[src/hdl/assert_macros.svh]
// assertion macros used by the top-level rtl file
// no dependencies
`ifndef ASSERT_MACROS_SVH
`define ASSERT_MACROS_SVH

// same-cycle implication, disabled in reset
`define ASSERT_IMPL(lbl, clk, rst_n, ante, cons) \
  lbl: assert property (@(posedge clk) disable iff (!rst_n) (ante) |-> (cons)) \
    else $error("assertion failed");

// next-cycle implication, disabled in reset
`define ASSERT_NEXT(lbl, clk, rst_n, ante, cons) \
  lbl: assert property (@(posedge clk) disable iff (!rst_n) (ante) |=> (cons)) \
    else $error("assertion failed");

`endif

[src/hdl/u16u8_pkg.sv]
// shared types, constants and byte encoding functions for the utf-16 to utf-8 core
// no dependencies
package u16u8_pkg;

  localparam int CpW = 21;

  localparam logic [5:0]     HiTag     = 6'b110110;
  localparam logic [5:0]     LoTag     = 6'b110111;
  localparam logic [CpW-1:0] SuppBase  = 21'h10000;
  localparam logic [CpW-1:0] HiFirst   = 21'h0D800;
  localparam logic [CpW-1:0] LimitOne  = 21'h00080;
  localparam logic [CpW-1:0] LimitTwo  = 21'h00800;
  localparam logic [7:0]     LeadTwo   = 8'hC0;
  localparam logic [7:0]     LeadThree = 8'hE0;
  localparam logic [7:0]     LeadFour  = 8'hF0;
  localparam logic [7:0]     ContMark  = 8'h80;

  // byte count minus one
  typedef enum logic [1:0] {
    NB_ONE   = 2'd0,
    NB_TWO   = 2'd1,
    NB_THREE = 2'd2,
    NB_FOUR  = 2'd3
  } nbytes_t;

  // one code point waiting to be serialized
  typedef struct packed {
    logic [CpW-1:0] cp;
    nbytes_t        nb;
    logic           last;
    logic           eot;
  } job_t;

  typedef struct packed {
    logic holding;
    logic pending;
  } front_status_t;

  function automatic job_t make_job(logic [CpW-1:0] cp, logic last, logic eot);
    job_t j;
    j.cp   = cp;
    j.last = last;
    j.eot  = eot;
    if (cp < LimitOne) begin
      j.nb = NB_ONE;
    end else if (cp < LimitTwo) begin
      j.nb = NB_TWO;
    end else if (cp < SuppBase) begin
      j.nb = NB_THREE;
    end else begin
      j.nb = NB_FOUR;
    end
    return j;
  endfunction

  function automatic logic [7:0] cont_byte(logic [5:0] bits);
    return ContMark | {2'b00, bits};
  endfunction

  function automatic logic [7:0] utf8_byte(logic [CpW-1:0] cp, nbytes_t nb, logic [1:0] idx);
    logic [7:0] b;
    b = cont_byte(cp[5:0]);
    unique case (nb)
      NB_ONE: b = {1'b0, cp[6:0]};
      NB_TWO: begin
        if (idx == 2'd0) b = LeadTwo | {3'b000, cp[10:6]};
        else             b = cont_byte(cp[5:0]);
      end
      NB_THREE: begin
        case (idx)
          2'd0:    b = LeadThree | {4'b0000, cp[15:12]};
          2'd1:    b = cont_byte(cp[11:6]);
          default: b = cont_byte(cp[5:0]);
        endcase
      end
      NB_FOUR: begin
        case (idx)
          2'd0:    b = LeadFour | {5'b00000, cp[20:18]};
          2'd1:    b = cont_byte(cp[17:12]);
          2'd2:    b = cont_byte(cp[11:6]);
          default: b = cont_byte(cp[5:0]);
        endcase
      end
      default: b = cont_byte(cp[5:0]);
    endcase
    return b;
  endfunction

endpackage

[src/hdl/u16u8_front.sv]
// front end: accepts code units, pairs surrogates, pushes code point jobs
// depends on u16u8_pkg
module u16u8_front (
  input  logic                      clk,
  input  logic                      rst_n,
  input  logic                      in_valid,
  output logic                      in_stall,
  input  logic [15:0]               in_code_unit,
  input  logic                      in_final_unit,
  input  logic                      q_full,
  output logic                      push_valid,
  output u16u8_pkg::job_t           push_job,
  output u16u8_pkg::front_status_t  status
);
  import u16u8_pkg::*;

  logic       held_r, held_nxt;
  logic [9:0] hb_r, hb_nxt;
  logic       pend_r, pend_nxt;
  job_t       pend_job_r, pend_job_nxt;
  logic       accept, is_hi, is_lo;
  logic [CpW-1:0] pair_cp, lone_cp, unit_cp;

  assign in_stall = pend_r || q_full;
  assign accept   = in_valid && !in_stall;
  assign is_hi    = in_code_unit[15:10] == HiTag;
  assign is_lo    = in_code_unit[15:10] == LoTag;
  assign pair_cp  = SuppBase + {1'b0, hb_r, in_code_unit[9:0]};
  assign lone_cp  = HiFirst | {11'd0, hb_r};
  assign unit_cp  = {5'd0, in_code_unit};

  always_comb begin
    held_nxt     = held_r;
    hb_nxt       = hb_r;
    pend_nxt     = pend_r;
    pend_job_nxt = pend_job_r;
    push_valid   = 1'b0;
    push_job     = pend_job_r;
    if (pend_r) begin
      if (!q_full) begin
        push_valid = 1'b1;
        pend_nxt   = 1'b0;
      end
    end else if (accept) begin
      if (held_r) begin
        held_nxt   = 1'b0;
        push_valid = 1'b1;
        if (is_lo) begin
          push_job = make_job(pair_cp, 1'b1, in_final_unit);
        end else if (is_hi && !in_final_unit) begin
          // flushed surrogate ends the run, new one is held
          push_job = make_job(lone_cp, 1'b1, 1'b0);
          held_nxt = 1'b1;
          hb_nxt   = in_code_unit[9:0];
        end else begin
          push_job     = make_job(lone_cp, 1'b0, 1'b0);
          pend_nxt     = 1'b1;
          pend_job_nxt = make_job(unit_cp, 1'b1, in_final_unit);
        end
      end else if (is_hi && !in_final_unit) begin
        held_nxt = 1'b1;
        hb_nxt   = in_code_unit[9:0];
      end else begin
        push_valid = 1'b1;
        push_job   = make_job(unit_cp, 1'b1, in_final_unit);
      end
    end
  end

  assign status.holding = held_r;
  assign status.pending = pend_r;

  always_ff @(posedge clk) begin
    if (!rst_n) begin
      held_r <= 1'b0;
      pend_r <= 1'b0;
    end else begin
      held_r <= held_nxt;
      pend_r <= pend_nxt;
    end
  end

  always_ff @(posedge clk) begin
    hb_r       <= hb_nxt;
    pend_job_r <= pend_job_nxt;
  end

endmodule

[src/hdl/u16u8_fifo.sv]
// small job queue between front and back
// depends on u16u8_pkg
module u16u8_fifo #(
  parameter int DEPTH = 2
) (
  input  logic            clk,
  input  logic            rst_n,
  input  logic            push,
  input  u16u8_pkg::job_t push_job,
  output logic            full,
  input  logic            pop,
  output u16u8_pkg::job_t head,
  output logic            empty
);
  import u16u8_pkg::*;

  localparam int PW = $clog2(DEPTH);
  localparam int CW = $clog2(DEPTH + 1);

  job_t          mem_r [DEPTH];
  logic [PW-1:0] wr_r, wr_nxt, rd_r, rd_nxt;
  logic [CW-1:0] cnt_r, cnt_nxt;
  logic          do_push, do_pop;

  assign full    = cnt_r == CW'(DEPTH);
  assign empty   = cnt_r == '0;
  assign do_push = push && !full;
  assign do_pop  = pop && !empty;
  assign head    = mem_r[rd_r];

  always_comb begin
    wr_nxt  = wr_r;
    rd_nxt  = rd_r;
    cnt_nxt = cnt_r;
    if (do_push) wr_nxt = (wr_r == PW'(DEPTH - 1)) ? '0 : wr_r + PW'(1);
    if (do_pop)  rd_nxt = (rd_r == PW'(DEPTH - 1)) ? '0 : rd_r + PW'(1);
    if (do_push && !do_pop) cnt_nxt = cnt_r + CW'(1);
    if (!do_push && do_pop) cnt_nxt = cnt_r - CW'(1);
  end

  always_ff @(posedge clk) begin
    if (!rst_n) begin
      wr_r  <= '0;
      rd_r  <= '0;
      cnt_r <= '0;
    end else begin
      wr_r  <= wr_nxt;
      rd_r  <= rd_nxt;
      cnt_r <= cnt_nxt;
    end
  end

  always_ff @(posedge clk) begin
    if (do_push) mem_r[wr_r] <= push_job;
  end

endmodule

[src/hdl/u16u8_back.sv]
// back end: serializes one code point job into utf-8 bytes, one per cycle while out_stall is low
// depends on u16u8_pkg
module u16u8_back (
  input  logic            clk,
  input  logic            rst_n,
  input  logic            q_empty,
  input  u16u8_pkg::job_t q_head,
  output logic            q_pop,
  output logic            out_valid,
  input  logic            out_stall,
  output logic [7:0]      out_byte,
  output logic            out_last_of_run,
  output logic            out_end_of_text
);
  import u16u8_pkg::*;

  logic       busy_r, busy_nxt;
  job_t       cur_r, cur_nxt;
  logic [1:0] idx_r, idx_nxt;
  logic       ov_r, ov_nxt;
  logic [7:0] ob_r, ob_nxt;
  logic       ol_r, ol_nxt;
  logic       oe_r, oe_nxt;
  logic       load, fin_byte;

  assign load     = !ov_r || !out_stall;
  assign fin_byte = idx_r == cur_r.nb;

  always_comb begin
    busy_nxt = busy_r;
    cur_nxt  = cur_r;
    idx_nxt  = idx_r;
    ov_nxt   = ov_r;
    ob_nxt   = ob_r;
    ol_nxt   = ol_r;
    oe_nxt   = oe_r;
    q_pop    = 1'b0;
    if (load) begin
      ov_nxt = busy_r;
      if (busy_r) begin
        ob_nxt = utf8_byte(cur_r.cp, cur_r.nb, idx_r);
        ol_nxt = fin_byte && cur_r.last;
        oe_nxt = fin_byte && cur_r.eot;
        if (fin_byte) busy_nxt = 1'b0;
        else          idx_nxt  = idx_r + 2'd1;
      end
    end
    if (!q_empty && (!busy_r || (load && fin_byte))) begin
      q_pop    = 1'b1;
      cur_nxt  = q_head;
      idx_nxt  = 2'd0;
      busy_nxt = 1'b1;
    end
  end

  assign out_valid       = ov_r;
  assign out_byte        = ob_r;
  assign out_last_of_run = ol_r;
  assign out_end_of_text = oe_r;

  always_ff @(posedge clk) begin
    if (!rst_n) begin
      busy_r <= 1'b0;
      ov_r   <= 1'b0;
    end else begin
      busy_r <= busy_nxt;
      ov_r   <= ov_nxt;
    end
  end

  always_ff @(posedge clk) begin
    cur_r <= cur_nxt;
    idx_r <= idx_nxt;
    ob_r  <= ob_nxt;
    ol_r  <= ol_nxt;
    oe_r  <= oe_nxt;
  end

endmodule

[src/hdl/utf16_to_utf8_stream_core.sv]
// top level of the utf-16 to utf-8 stream transcoder
// depends on u16u8_pkg, u16u8_front, u16u8_fifo, u16u8_back, assert_macros.svh
//
//  channel  dir  handshake            payload
//  in       in   in_valid/in_stall    in_code_unit[15:0], in_final_unit
//  out      out  out_valid/out_stall  out_byte[7:0], out_last_of_run, out_end_of_text
//
// the back end sends one byte per cycle while out_stall is low; a word yields
// 0 bytes for a held high surrogate, 1 to 4 otherwise, up to 6 when a
// held surrogate is flushed ahead of a new word
// the front takes a word per cycle unless the queue is full or a job is pending;
// the new word waits as a pending job when a flushed surrogate also needs a slot
// synchronous active-low reset empties the queue and drops any held surrogate
// out_stall holds the output register; the queue lets words keep coming until full
`include "assert_macros.svh"

module utf16_to_utf8_stream_core #(
  parameter int DEPTH = 2
) (
  input  logic        clk,
  input  logic        rst_n,
  input  logic        in_valid,
  output logic        in_stall,
  input  logic [15:0] in_code_unit,
  input  logic        in_final_unit,
  output logic        out_valid,
  input  logic        out_stall,
  output logic [7:0]  out_byte,
  output logic        out_last_of_run,
  output logic        out_end_of_text
);
  import u16u8_pkg::*;

  // front to queue
  logic          push_valid;
  job_t          push_job;
  logic          q_full;
  front_status_t fstat;

  // queue to back
  logic q_pop, q_empty;
  job_t q_head;

  u16u8_front u_front (
    .clk          (clk),
    .rst_n        (rst_n),
    .in_valid     (in_valid),
    .in_stall     (in_stall),
    .in_code_unit (in_code_unit),
    .in_final_unit(in_final_unit),
    .q_full       (q_full),
    .push_valid   (push_valid),
    .push_job     (push_job),
    .status       (fstat)
  );

  u16u8_fifo #(.DEPTH(DEPTH)) u_fifo (
    .clk     (clk),
    .rst_n   (rst_n),
    .push    (push_valid),
    .push_job(push_job),
    .full    (q_full),
    .pop     (q_pop),
    .head    (q_head),
    .empty   (q_empty)
  );

  u16u8_back u_back (
    .clk            (clk),
    .rst_n          (rst_n),
    .q_empty        (q_empty),
    .q_head         (q_head),
    .q_pop          (q_pop),
    .out_valid      (out_valid),
    .out_stall      (out_stall),
    .out_byte       (out_byte),
    .out_last_of_run(out_last_of_run),
    .out_end_of_text(out_end_of_text)
  );

  // the front never pushes into a full queue
  `ASSERT_IMPL(a_push_not_full, clk, rst_n, push_valid, !q_full)
  // the back never pops an empty queue
  `ASSERT_IMPL(a_pop_not_empty, clk, rst_n, q_pop, !q_empty)
  // a final word never leaves a surrogate held
  `ASSERT_NEXT(a_final_clears_hold, clk, rst_n,
               in_valid && !in_stall && in_final_unit, !fstat.holding)
  // end of text only marks the end of a run
  `ASSERT_IMPL(a_end_is_last, clk, rst_n, out_valid && out_end_of_text, out_last_of_run)
  // a second job waiting in the front keeps the input stalled
  `ASSERT_IMPL(a_pend_stalls, clk, rst_n, fstat.pending, in_stall)

endmodule
[config.mk]
export PLATFORM = sky130hd
export DESIGN_NAME = utf16_to_utf8_stream_core
export DESIGN_NICKNAME = d
export VERILOG_FILES = /design/src/hdl/u16u8_pkg.sv /design/src/hdl/u16u8_front.sv /design/src/hdl/u16u8_fifo.sv /design/src/hdl/u16u8_back.sv /design/src/hdl/utf16_to_utf8_stream_core.sv
export VERILOG_INCLUDE_DIRS = /design/src /design/src/hdl
export SDC_FILE = /design/constraint.sdc
export NUM_CORES = 1
export LEC_CHECK = 0
export BUFFER_PORTS_ARGS = -buffer_cell sky130_fd_sc_hd__buf_2
export CAP_MARGIN = 20
export CORE_ASPECT_RATIO = 0.9
export CORE_UTILIZATION = 60
export DETAILED_ROUTE_END_ITERATION = 10
export PLACE_DENSITY = 0.78
export SYNTH_ARGS = -nofsm -noshare
export SYNTH_HDL_FRONTEND = slang
export SYNTH_SLANG_ARGS = --single-unit
[constraint.sdc]
create_clock -name clk -period 4.75 [get_ports clk]
set_input_delay 0.2375 -clock clk [delete_from_list [all_inputs] [get_ports clk]]
set_output_delay 0.2375 -clock clk [all_outputs]
set_load 0.01 [all_outputs]
# --- Yosys cells after proc, flatten, opt, wreduce, memory -nomap -nowiden ---
# Memories as Yosys holds them, arrays and structs flattened. A register that Yosys moved wholly into a read port is not among the register bits.
# Index checks and enable logic that the tools add are counted.
op_classes:
  addsub: 6
  multipliers: 0
  div_mod_pow: 0
  magnitude_cmp: 9
  eq_ne: 10
  shifts: 0
  mux: 46
  bitwise_logic: 3
  n_reduce_logical: 32
op_table:
  columns: ["op", "count"]
  rows:
  - ["$mux W25", 5]
  - ["$lt A16 B17 Y1 const B", 2]
  - ["$lt A16 B12 Y1 const B", 2]
  - ["$lt A16 B8 Y1 const B", 2]
  - ["$pmux W8 S4", 1]
  - ["$mux W10", 3]
  - ["$mux W1", 25]
  - ["$add A17 B20 Y21 const A", 1]
  - ["$lt A21 B12 Y1 const B", 1]
  - ["$lt A21 B17 Y1 const B", 1]
  - ["$lt A21 B8 Y1 const B", 1]
  - ["$pmux W7 S3", 1]
  - ["$mux W2", 9]
  - ["$pmux W7 S2", 1]
  - ["$eq A6 B6 Y1 const B", 2]
  - ["$logic_and A1 B1 Y1", 10]
  - ["$logic_not A1 Y1", 9]
  - ["$eq A2 B2 Y1 const B", 4]
  - ["$mux W7", 1]
  - ["$logic_not A2 Y1", 3]
  - ["$reduce_and A3 Y1", 2]
  - ["$add A2 B1 Y2 const B", 2]
  - ["$eq A2 B1 Y1 const B", 2]
  - ["$reduce_and A2 Y1", 2]
  - ["other kinds (8)", 14]
totals:
  ff_bits: 55
  latchBits: 0
  ram_bits: 50
  mem_bits_ro: 0
  wordCells: 123
  n_memories: 1
memory_table:
  columns: ["name", "words", "word_bits", "rd", "rd_clocked_by_memory_dff", "wr", "line_no", "text"]
  rows:
  - ["u_fifo.mem_r", 2, 25, 1, 1, 1, "u16u8_fifo.sv:20", "job_t mem_r [DEPTH];"]

# --- Depth between registers and ports, before layout ---
# Gate-level depths: netlist of run 1.
depth:
  ltp_word: 11
  depth_mapped: 8

# --- By module ---
# From an unflattened synthesis of run 1, not the netlist that was laid out.
unflattened:
  cells_unflattened: 480
  hier_area_um2: 6134.6
by_module_without_submodules:
  columns: ["module", "n_inst", "cells_per_inst", "area_per_inst_um2", "seq_area_each_um2"]
  rows:
  - ["u16u8_front", 1, 254, 2343.5, 1091.0]
  - ["u16u8_fifo", 1, 104, 2034.5, 1601.5]
  - ["u16u8_back", 1, 122, 1756.7, 1131.1]

# --- Worst setup path after synthesis of run 1 ---
# OpenSTA, ideal clock, no wires.
synth_path:
  path_kind: "reg-to-reg"
  from: "register u_back.cur_r[3] (netlist name)"
  to: "register u_fifo.cnt_r[1]"
  setup_time_ps: 76
  arrival_time_ps: 3180
  required_ps: 4674
  slack_ps: 1494
  stages_incl_launch_ff: 8
  n_path_buf: 1
  synth_period_minus_slack_ps: 3256
  path_cell_list: "edfxtp_1 > clkbuf_1 > xor2_1 > o31a_1 > nor2_1 > ha_1 > or3_1 > a21boi_0"
synth_via:
  elab_chain_len: 9
synth_rtl:
  columns: ["element", "line_no", "text"]
  rows:
  - ["$eq A2 B2 Y1 (*)", "u16u8_back.sv:27", "assign fin_byte = idx_r == cur_r.nb;"]
  - ["$logic_and A1 B1 Y1 (*)", "u16u8_back.sv:48", "if (!q_empty && (!busy_r || (load && fin_byte))) begin"]
  - ["$logic_or A1 B1 Y1 (*)", "u16u8_back.sv:48", null]
  - ["$logic_and A1 B1 Y1 (*)", "u16u8_back.sv:48", null]
  - ["$mux W1 (*)", "u16u8_back.sv:48", null]
  - ["via q_pop", "utf16_to_utf8_stream_core.sv:41", "logic q_pop, q_empty;"]
  - ["$logic_and A1 B1 Y1 (*)", "u16u8_fifo.sv:28", "assign do_pop = pop && !empty;"]
  - ["$logic_not A1 Y1", "u16u8_fifo.sv:37", "if (do_push && !do_pop) cnt_nxt = cnt_r + CW'(1);"]
  - ["$logic_and A1 B1 Y1", "u16u8_fifo.sv:37", null]
  - ["$reduce_bool A2 Y1 (no line)", null, null]
  - ["end signal, assigned", "u16u8_fifo.sv:49", "cnt_r <= cnt_nxt;"]
  - ["end, declared", "u16u8_fifo.sv:22", "logic [CW-1:0] cnt_r, cnt_nxt;"]
# Mark *: on every way through the listed nets, which the timed path passes. The rest lies on a longest branch.
# A chain may end at the register's enable or synchronous reset.

# --- Final worst setup path of run 1 ---
layout_path:
  from: "register u_back.cur_r[2] (netlist name)"
  to: "register u_fifo.cnt_r[1]"
layout_via:
  elab_chain_len: 9
layout_rtl:
  columns: ["element", "line_no"]
  rows:
  - ["$eq A2 B2 Y1 (*)", "u16u8_back.sv:27"]
  - ["$logic_and A1 B1 Y1 (*)", "u16u8_back.sv:48"]
  - ["$logic_or A1 B1 Y1 (*)", "u16u8_back.sv:48"]
  - ["$logic_and A1 B1 Y1 (*)", "u16u8_back.sv:48"]
  - ["$mux W1 (*)", "u16u8_back.sv:48"]
  - ["via q_pop", "utf16_to_utf8_stream_core.sv:41"]
  - ["$logic_and A1 B1 Y1 (*)", "u16u8_fifo.sv:28"]
  - ["$logic_not A1 Y1", "u16u8_fifo.sv:37"]
  - ["$logic_and A1 B1 Y1", "u16u8_fifo.sv:37"]
  - ["$reduce_bool A2 Y1 (no line)", null]
# Marked as above.

==> results of run 1 <==
cells in the final DEF, fill, tap and decap left out, types with 4 or more instances in the layout:
cell type,count
edfxtp_1,120
nand2_1,59
buf_2,32
mux2_2,26
nor2_1,21
clkbuf_16,16
a21oi_1,14
and2_1,12
inv_1,11
o21ai_0,11
o31ai_1,11
nor2b_1,10
dlygate4sd3_1,10
dfxtp_1,10
nand3_1,8
nor3_1,8
or3_1,8
a221o_1,7
nor4_1,7
a221oi_1,7
o21a_1,6
and3_1,6
ha_1,6
buf_4,6
nand2b_1,5
nor2_2,5
o22ai_1,5
a22o_1,5
mux2i_1,5
o31a_1,4
a21boi_0,4
xnor2_1,4
a22oi_1,4
clkinv_2,4
per-stage QoR:
step	area, um^2	util, %	std cells	hold slack, ps
floorplan	6020	-	476	336
global placement	6290	64.9	615	458
detailed placement	6290	64.9	615	459
CTS	6950	71.7	657	36.9
global route	6980	72.0	658	57.3
finish	6980	72.0	658	66.1
registers in the layout, summed over array words and instances (netlist names):
name / flops
u_fifo.wr_r: 1
u_back.out_valid: 1
u_fifo.rd_r: 1
u_back.out_end_of_text: 1
u_back.out_last_of_run: 1
u_back.cur_r: 25
u_fifo.mem_r: 50
u_front.pend_r: 1
u_front.pend_job_r: 25
u_front.hb_r: 10
u_fifo.cnt_r: 2
u_front.held_r: 1
u_back.out_byte: 8
u_back.idx_r: 2
u_back.busy_r: 1
power by group through the flow:
stage / combinational [W] / clock [W] / sequential (W)
6_report: 0.000873 / 0.00121 / 0.00171
3_3_place_gp: 0.000792 / 0 / 0.00175
5_1_grt: 0.000965 / 0.00127 / 0.00173
3_5_place_dp: 0.000811 / 0 / 0.00175
2_1_floorplan: 0.000624 / 0 / 0.00168
4_1_cts: 0.000826 / 0.00122 / 0.00173
area by class of cell:
cell class              count  area (um^2)  share of cell area, %
well taps                 126          158                   2.26
clock buffers              19          422                   6.04
repair buffers             49          333                   4.77
multi-input cells         310         2080                   29.9
clock inverters            13          138                   1.97
flip-flops and latches    130         3800                   54.5
inverters                  11         41.3                  0.592
final timing paths:
check                             startpoint                         endpoint  cells after the start
hold / removal                 in_final_unit  u_front.pend_job_r[0]$_DFFE_PP_                      2
hold reg to reg   u_back.busy_r$_SDFFE_PN0P_    u_back.out_valid$_SDFFE_PN0N_                      1
setup / recovery   u_back.cur_r[2]$_DFFE_PP_     u_fifo.cnt_r[1]$_SDFFE_PN0P_                      6
setup reg to reg   u_back.cur_r[2]$_DFFE_PP_     u_fifo.cnt_r[1]$_SDFFE_PN0P_                      6
cell families (layout without fill, tap and decap cells):
group	after synthesis	count (layout)
flops	130	130
xor+xnor	7	7
simple gates	162	162
compound gates	104	104
mux	31	31
buf+inv	36	92
fa+ha+maj	6	6
layer usage:
metal	up-vias	track usage, %	routed length (um)	part of all wire (%)
li1	1911	-	-	-
met1	1926	33.9	5300	43
met2	198	39.4	5860	47
met3	31	4.99	809	6.5
met4	0	12.5	391	3.2
met5	-	0	0	0
==> results.cfg, run 1 <==
[pwr]
p_sw_w = 0.00109
share_clk_of_total_power_pct = 31.8
seq_power_share_pct = 45.1
p_leak_nw = 2.50
power.ir.vdd_worst_mv = 0.259
pd_cells_nw_per_um2 = 542
internal_power_w = 0.00270
share_comb_of_total_power_pct = 23.1
p_total_w = 0.00379
netSwitchingFraction_pct = 28.7

[clocking]
worst_setup_hold_path_clk_slew_ps = 60
cts.hold.buffers_added = 10
clockBufferDepth = 2
worstSkewPairLatency_ps = 510
post_cts.repair.setup_buffers = 0
clock_tree.htree_level_count = 4
cts_made_buffers = 17
post_cts_resize_count = 0
cts_num_sinks = 130
ctsRootBufferMaster = clkbuf_8
tritoncts_clock_tree = yes

[timing]
post-route-period-util_pct = 51.8
fin_skew_ps = 10.8
finalCriticalPeriod_ps = 2460
max-slew-margin-rel_pct = 35.8
setup_viol_count_final = 0
worst_pin_slew_ps = 961
grt_setup_unrepaired = no
achievable-frequency_mhz = 406
timing_hold_violations_final = 0
timing.final.max_slew_violations = 0
setup_total_negative_slack_ps = 0
fin_ws_ps = 2290

[job]
cap_viol_max_count = 0

[worst_setup_path]
crit_path_max_fo = 23
dominant_delay_contributor_by_cell_family_on_the_critical_path = flip-flops
worstPathRequired_ps = 5190
crit_chain = xor2_1 -> o31a_1 -> nor2_2 -> ha_1 -> or3_1 -> a21boi_0
max_stage_delay_ps = 820
setup.worst_path.end_class = register
setup.worst_path.start_class = register
crit_type = reg -> reg
arrival_ps = 2900
worst-r2r-setup-slack_ps = 2290
critical_path.slowest_cell = edfxtp_1
timing.critical_path.buf_inv = 0

[die]
starting_density_of_the_core_pct = 62.1
fp.dieH_um = 97.0
standard_cell_row_count = 34
floorplan.die_area_um2 = 10400
core_area_um2 = 9700
die_w_um = 108
ios = 33

[global_route]
grt_pass1_wl_mm = 19.7
grt_remaining_overflow = 0
initial_antenna_violation_count = 0
grt_start_max_net_pins = 29
globalRouteTotalUtil_pct = 25.3
vias_in_the_first_global_route = 3892

[route]
post_drt_via_cell_ratio = 6.18
drc = 0
drt_iter0_markers = 312
drt-pass1-iter-count = 5
drt-wirelength-per-cell_um = 18.8
routed_wl_mm = 12.4
dr_total_vias = 4066
ant_nets = 0

[yosys]
yosysUniqueCellTypes = 59
synth.top_cells.by_area = edfxtp_1 (60%), mux2_2 (4.9%), nand2_1 (3.7%)
synth-edff-count = 120
synth_fp_nets = 503
netlist_instances = 476
post-synth-top-area-cell = edfxtp_1
synth_top_family_by_area = simple AND/OR/NAND/NOR gates
synth.yosys.seq_area_share_pct = 63.2
async_flop_share_pct = 0
synthSimpleGateAreaFrac_pct = 13.5
synth-xor-area-share_pct = 1.02
post_synth_mux_area_share_pct = 5.70
synth_compound_area_share_pct = 13.0
post_synth_instance_area_um2 = 6020
postSynthRegisterBits = 130
syn-mean-instance-area_um2 = 12.6
yosys_warnings = 0
synth_fa_ha_area_share_pct = 1.25
synth.top_cell.area_share_pct = 59.9
ys_top_cells_by_count = edfxtp_1 (120), nand2_1 (59), mux2_2 (26)
synth_most_common_cell = edfxtp_1
dominantRegCellSynth = edfxtp_1

[place]
port_buffers = 32
place.gp.congestion = 0.856
place.detailed.hpwl_mm = 8.36
pre_cts_ws_ps = 2230

[layout]
area_growth_syn_to_layout_pct = 15.9
fill_cell_count = 634
num-nets-final = 546
layout-drive-gt1-share_pct = 20.1
antennaDiodeCount = 0

[worst_hold_path]
hp-class = in -> reg

[run_status]
run_status = complete, no violations
(Power assumes the default switching activity.)
==> inputs of run 2 (changes only) <==
--- a/config.mk
+++ b/config.mk
@@ -6,6 +6,7 @@
 export SDC_FILE = /design/constraint.sdc
 export NUM_CORES = 1
 export LEC_CHECK = 0
+export ABC_AREA = 1
 export BUFFER_PORTS_ARGS = -buffer_cell sky130_fd_sc_hd__buf_2
 export CAP_MARGIN = 20
 export CORE_ASPECT_RATIO = 0.9
==> constraint.sdc (replaced) <==
create_clock -name clk -period 2.3 [get_ports clk]
set_input_delay 0.115 -clock clk [delete_from_list [all_inputs] [get_ports clk]]
set_output_delay 0.115 -clock clk [all_outputs]
set_load 0.01 [all_outputs]
==> run 2 against run 1 <==
Net effect: first-iteration DRC count shrank 3.8%; register-to-register slack lost 2100 ps; sequential cell count did not move; critical path type unchanged; final area increased by 3.3%; synthesized cell count grew 21%; clock power rose by 100%; sequential share of layout area is 1.7 points lower; critical path depth increased by 4; setup slack lost 2100 ps; largest power group unchanged; die area rose by 0.27%; clock skew fell by 3.3 ps; utilization increased by 2.0 points.
==> results.cfg, run 2 <==
[timing]
post-route-period-util_pct = 91.1
max-slew-margin-rel_pct = 74.3
timing_hold_violations_final = 0
achievable-frequency_mhz = 477
finalCriticalPeriod_ps = 2090
hold_ws_ps = 218
setup_viol_count_final = 0
setup_total_negative_slack_ps = 0
fin_skew_ps = 7.50
grt_setup_unrepaired = no
worst_pin_slew_ps = 382
timing.final.max_slew_violations = 0

[worst_setup_path]
rr_endpoint = u_fifo.cnt_r[1]$_SDFFE_PN0P_
crit_chain = nand2_1 -> nand4_1 -> o21ai_2 -> nand2_1 -> clkinvlp_4 -> ha_4 -> a21oi_1 -> o21ai_0 -> o21ai_0 -> a21oi_1
crit_path_max_fo = 6
arrival_ps = 2490
worst-r2r-setup-slack_ps = 210
setup.worst_path.end_class = register
critical_path.slowest_cell = edfxtp_1
cp-endpoint = u_fifo.cnt_r[1]$_SDFFE_PN0P_
max_stage_delay_ps = 470
worstPathRequired_ps = 2690
r2r-start = u_back.cur_r[3]$_DFFE_PP_
crit_type = reg -> reg
worst-r2r-cell-count = 10
setup.worst_path.start_class = register
timing.critical_path.from = u_back.cur_r[3]$_DFFE_PP_

[die]
starting_density_of_the_core_pct = 62.0
fp.dieH_um = 97.2
die_w_um = 108
floorplan.die_area_um2 = 10500
core_area_um2 = 9740
standard_cell_row_count = 34
ios = 33

[global_route]
globalRouteTotalUtil_pct = 26.6
initial_antenna_violation_count = 0
grt_remaining_overflow = 0
vias_in_the_first_global_route = 4310
grt_start_max_net_pins = 28
grt_pass1_wl_mm = 21.0

[yosys]
yosys_warnings = 0
netlist_instances = 574
synth-edff-count = 120
postSynthRegisterBits = 130
dominantRegCellSynth = edfxtp_1
async_flop_share_pct = 0
yosysUniqueCellTypes = 35
syn-mean-instance-area_um2 = 10.5
synth.top_cells.by_area = edfxtp_1 (60%), nand2_1 (9.1%), mux2_2 (4.7%)
ys_top_cells_by_count = nand2_1 (147), edfxtp_1 (120), inv_1 (74)
synth_compound_area_share_pct = 8.46
post_synth_instance_area_um2 = 6040
synth-xor-area-share_pct = 0.290
synth_most_common_cell = nand2_1
synthSimpleGateAreaFrac_pct = 16.1
synth_fa_ha_area_share_pct = 1.24
post_synth_mux_area_share_pct = 4.66
post-synth-top-area-cell = edfxtp_1
synth.yosys.seq_area_share_pct = 63.0
synth_fp_nets = 601
synth_top_family_by_area = simple AND/OR/NAND/NOR gates
synth.top_cell.area_share_pct = 59.7

[pwr]
share_comb_of_total_power_pct = 25.7
power.ir.vdd_worst_mv = 0.633
internal_power_w = 0.00556
seq_power_share_pct = 43.5
netSwitchingFraction_pct = 30.1
p_leak_nw = 2.98
pd_cells_nw_per_um2 = 1100
p_sw_w = 0.00239
share_clk_of_total_power_pct = 30.8

[run_status]
run_status = complete, no violations

[place]
place_inst = 734
place.gp.congestion = 0.907
port_buffers = 32
place.detailed.hpwl_mm = 8.63

[layout]
mostFrequentLayoutCell = nand2_1
layout-drive-gt1-share_pct = 19.2
fill_cell_count = 651
max_flop_register = u_fifo.mem_r
antennaDiodeCount = 0
final_cell_mix = nand2_1 (147), edfxtp_1 (120), inv_1 (73), nor2_1 (43), buf_2 (32)
largest_reg_flops = 50
finish.cell_count_without_fillers = 791
num-nets-final = 679
largest_registers = u_fifo.mem_r: 50 flops, u_back.cur_r: 25 flops, u_front.pend_job_r: 25 flops
finalCoreUtilization_pct = 74.0
area_growth_syn_to_layout_pct = 19.4

[route]
dr_total_vias = 4382
post_drt_via_cell_ratio = 5.54
drt-pass1-iter-count = 5
routed_wl_mm = 12.5
drt-wirelength-per-cell_um = 15.9
drt_iter0_markers = 300
drc = 0
ant_nets = 0

[clocking]
cts_made_buffers = 17
tritoncts_clock_tree = yes
cts_num_sinks = 130
ctsRootBufferMaster = clkbuf_8
clockBufferDepth = 2
clock_tree.htree_level_count = 4
worstSkewPairLatency_ps = 510
worst_setup_hold_path_clk_slew_ps = 50

[job]
cap_viol_max_count = 0

[worst_hold_path]
hp-class = in -> reg
## run 2: cell types whose count changed after synthesis, moves of 6 or more
cell,previous run,this run
nand3_1,8,23
clkbuf_1,18,5
a221o_1,7,0
nor2b_1,10,0
o21ai_0,11,24
o21ai_1,0,13
and2_1,12,0
inv_1,11,74
a221oi_1,7,0
nand2_1,59,147
or3_1,8,0
and3_1,6,0
nor2_1,25,44
o31ai_1,11,0
## run 2: critical path: cells and delay by family (launching register included)
kind,cells,cell delay [ps]
DFF,1,470
AOI/OAI and AO/OA,5,690
and+or+nand+nor,3,500
adders and majority gates,1,200
buffers and inverters,1,120
## run 2: worst min path at each step
stage	from	endpoint	slack [ps]	cells past startpoint
2_1_floorplan	in_code_unit[0]	u_front.hb_r[0]$_DFFE_PP_	210	0
3_3_place_gp	in_code_unit[6]	u_front.hb_r[6]$_DFFE_PP_	310	1
3_5_place_dp	in_code_unit[4]	u_front.hb_r[4]$_DFFE_PP_	310	1
4_1_cts	in_valid	u_fifo.wr_r$_SDFFE_PN0N_	200	7
5_1_grt	in_valid	u_front.held_r$_SDFFE_PN0P_	310	5
6_report	in_valid	u_fifo.wr_r$_SDFFE_PN0N_	220	7
## run 2: cell families (layout without fill, tap and decap cells)
| kind of cell | Yosys count | count (layout) |
|---|---|---|
| AND/OR/NAND/NOR | 232 | 232 |
| flip-flops | 130 | 130 |
| multiplexers | 25 | 25 |
| XOR/XNOR | 2 | 2 |
| AO/OA/AOI/OAI | 85 | 85 |
| buffers and inverters | 94 | 185 |
| adder cells (fa/ha/maj) | 6 | 6 |
## run 2: power by group through the flow
stage	clock [W]	sequential [W]	combinational [W]
floorplan	0	0.00349	0.00132
global placement	0	0.00349	0.00188
detailed placement	0	0.00351	0.00191
CTS	0.00248	0.00347	0.00195
global route	0.00259	0.00351	0.00228
finish	0.00245	0.00346	0.00204
## run 2: what timing repair did
action,CTS,global route
hold buffers,19,0
hold endpoints to repair,25,0
gates resized for setup,0,2
endpoints found under the setup margin,0,1
setup buffers,0,6
## run 2: cell type report
class | instances | area [um^2] | share of cell area, %
Sequential cell | 130 | 3800 | 52.8
Multi-Input combinational cell | 350 | 1870 | 26.0
Timing Repair Buffer | 75 | 531 | 7.36
Clock buffer | 20 | 425 | 5.90
Clock inverter | 12 | 116 | 1.61
Inverter | 78 | 302 | 4.18
Tap cell | 126 | 158 | 2.19
## run 2: through the flow
| step | setup slack (ps) | total power [W] | instance area (um^2) |
|---|---|---|---|
| floorplan | 26.6 | 0.00481 | 6050 |
| global placement | 276 | 0.00537 | 6430 |
| detailed placement | 164 | 0.00541 | 6430 |
| CTS | 96.9 | 0.00790 | 7160 |
| global route | 17.7 | 0.00838 | 7210 |
| finish | 205 | 0.00796 | 7210 |
## run 2: layer usage
metal | vias up | track usage, % | routed length, um
met3 | 27 | 5.57 | 793
met5 | - | 0 | 0
li1 | 2114 | - | -
met4 | 0 | 12.0 | 314
met2 | 211 | 43.6 | 6270
met1 | 2030 | 34.1 | 5170
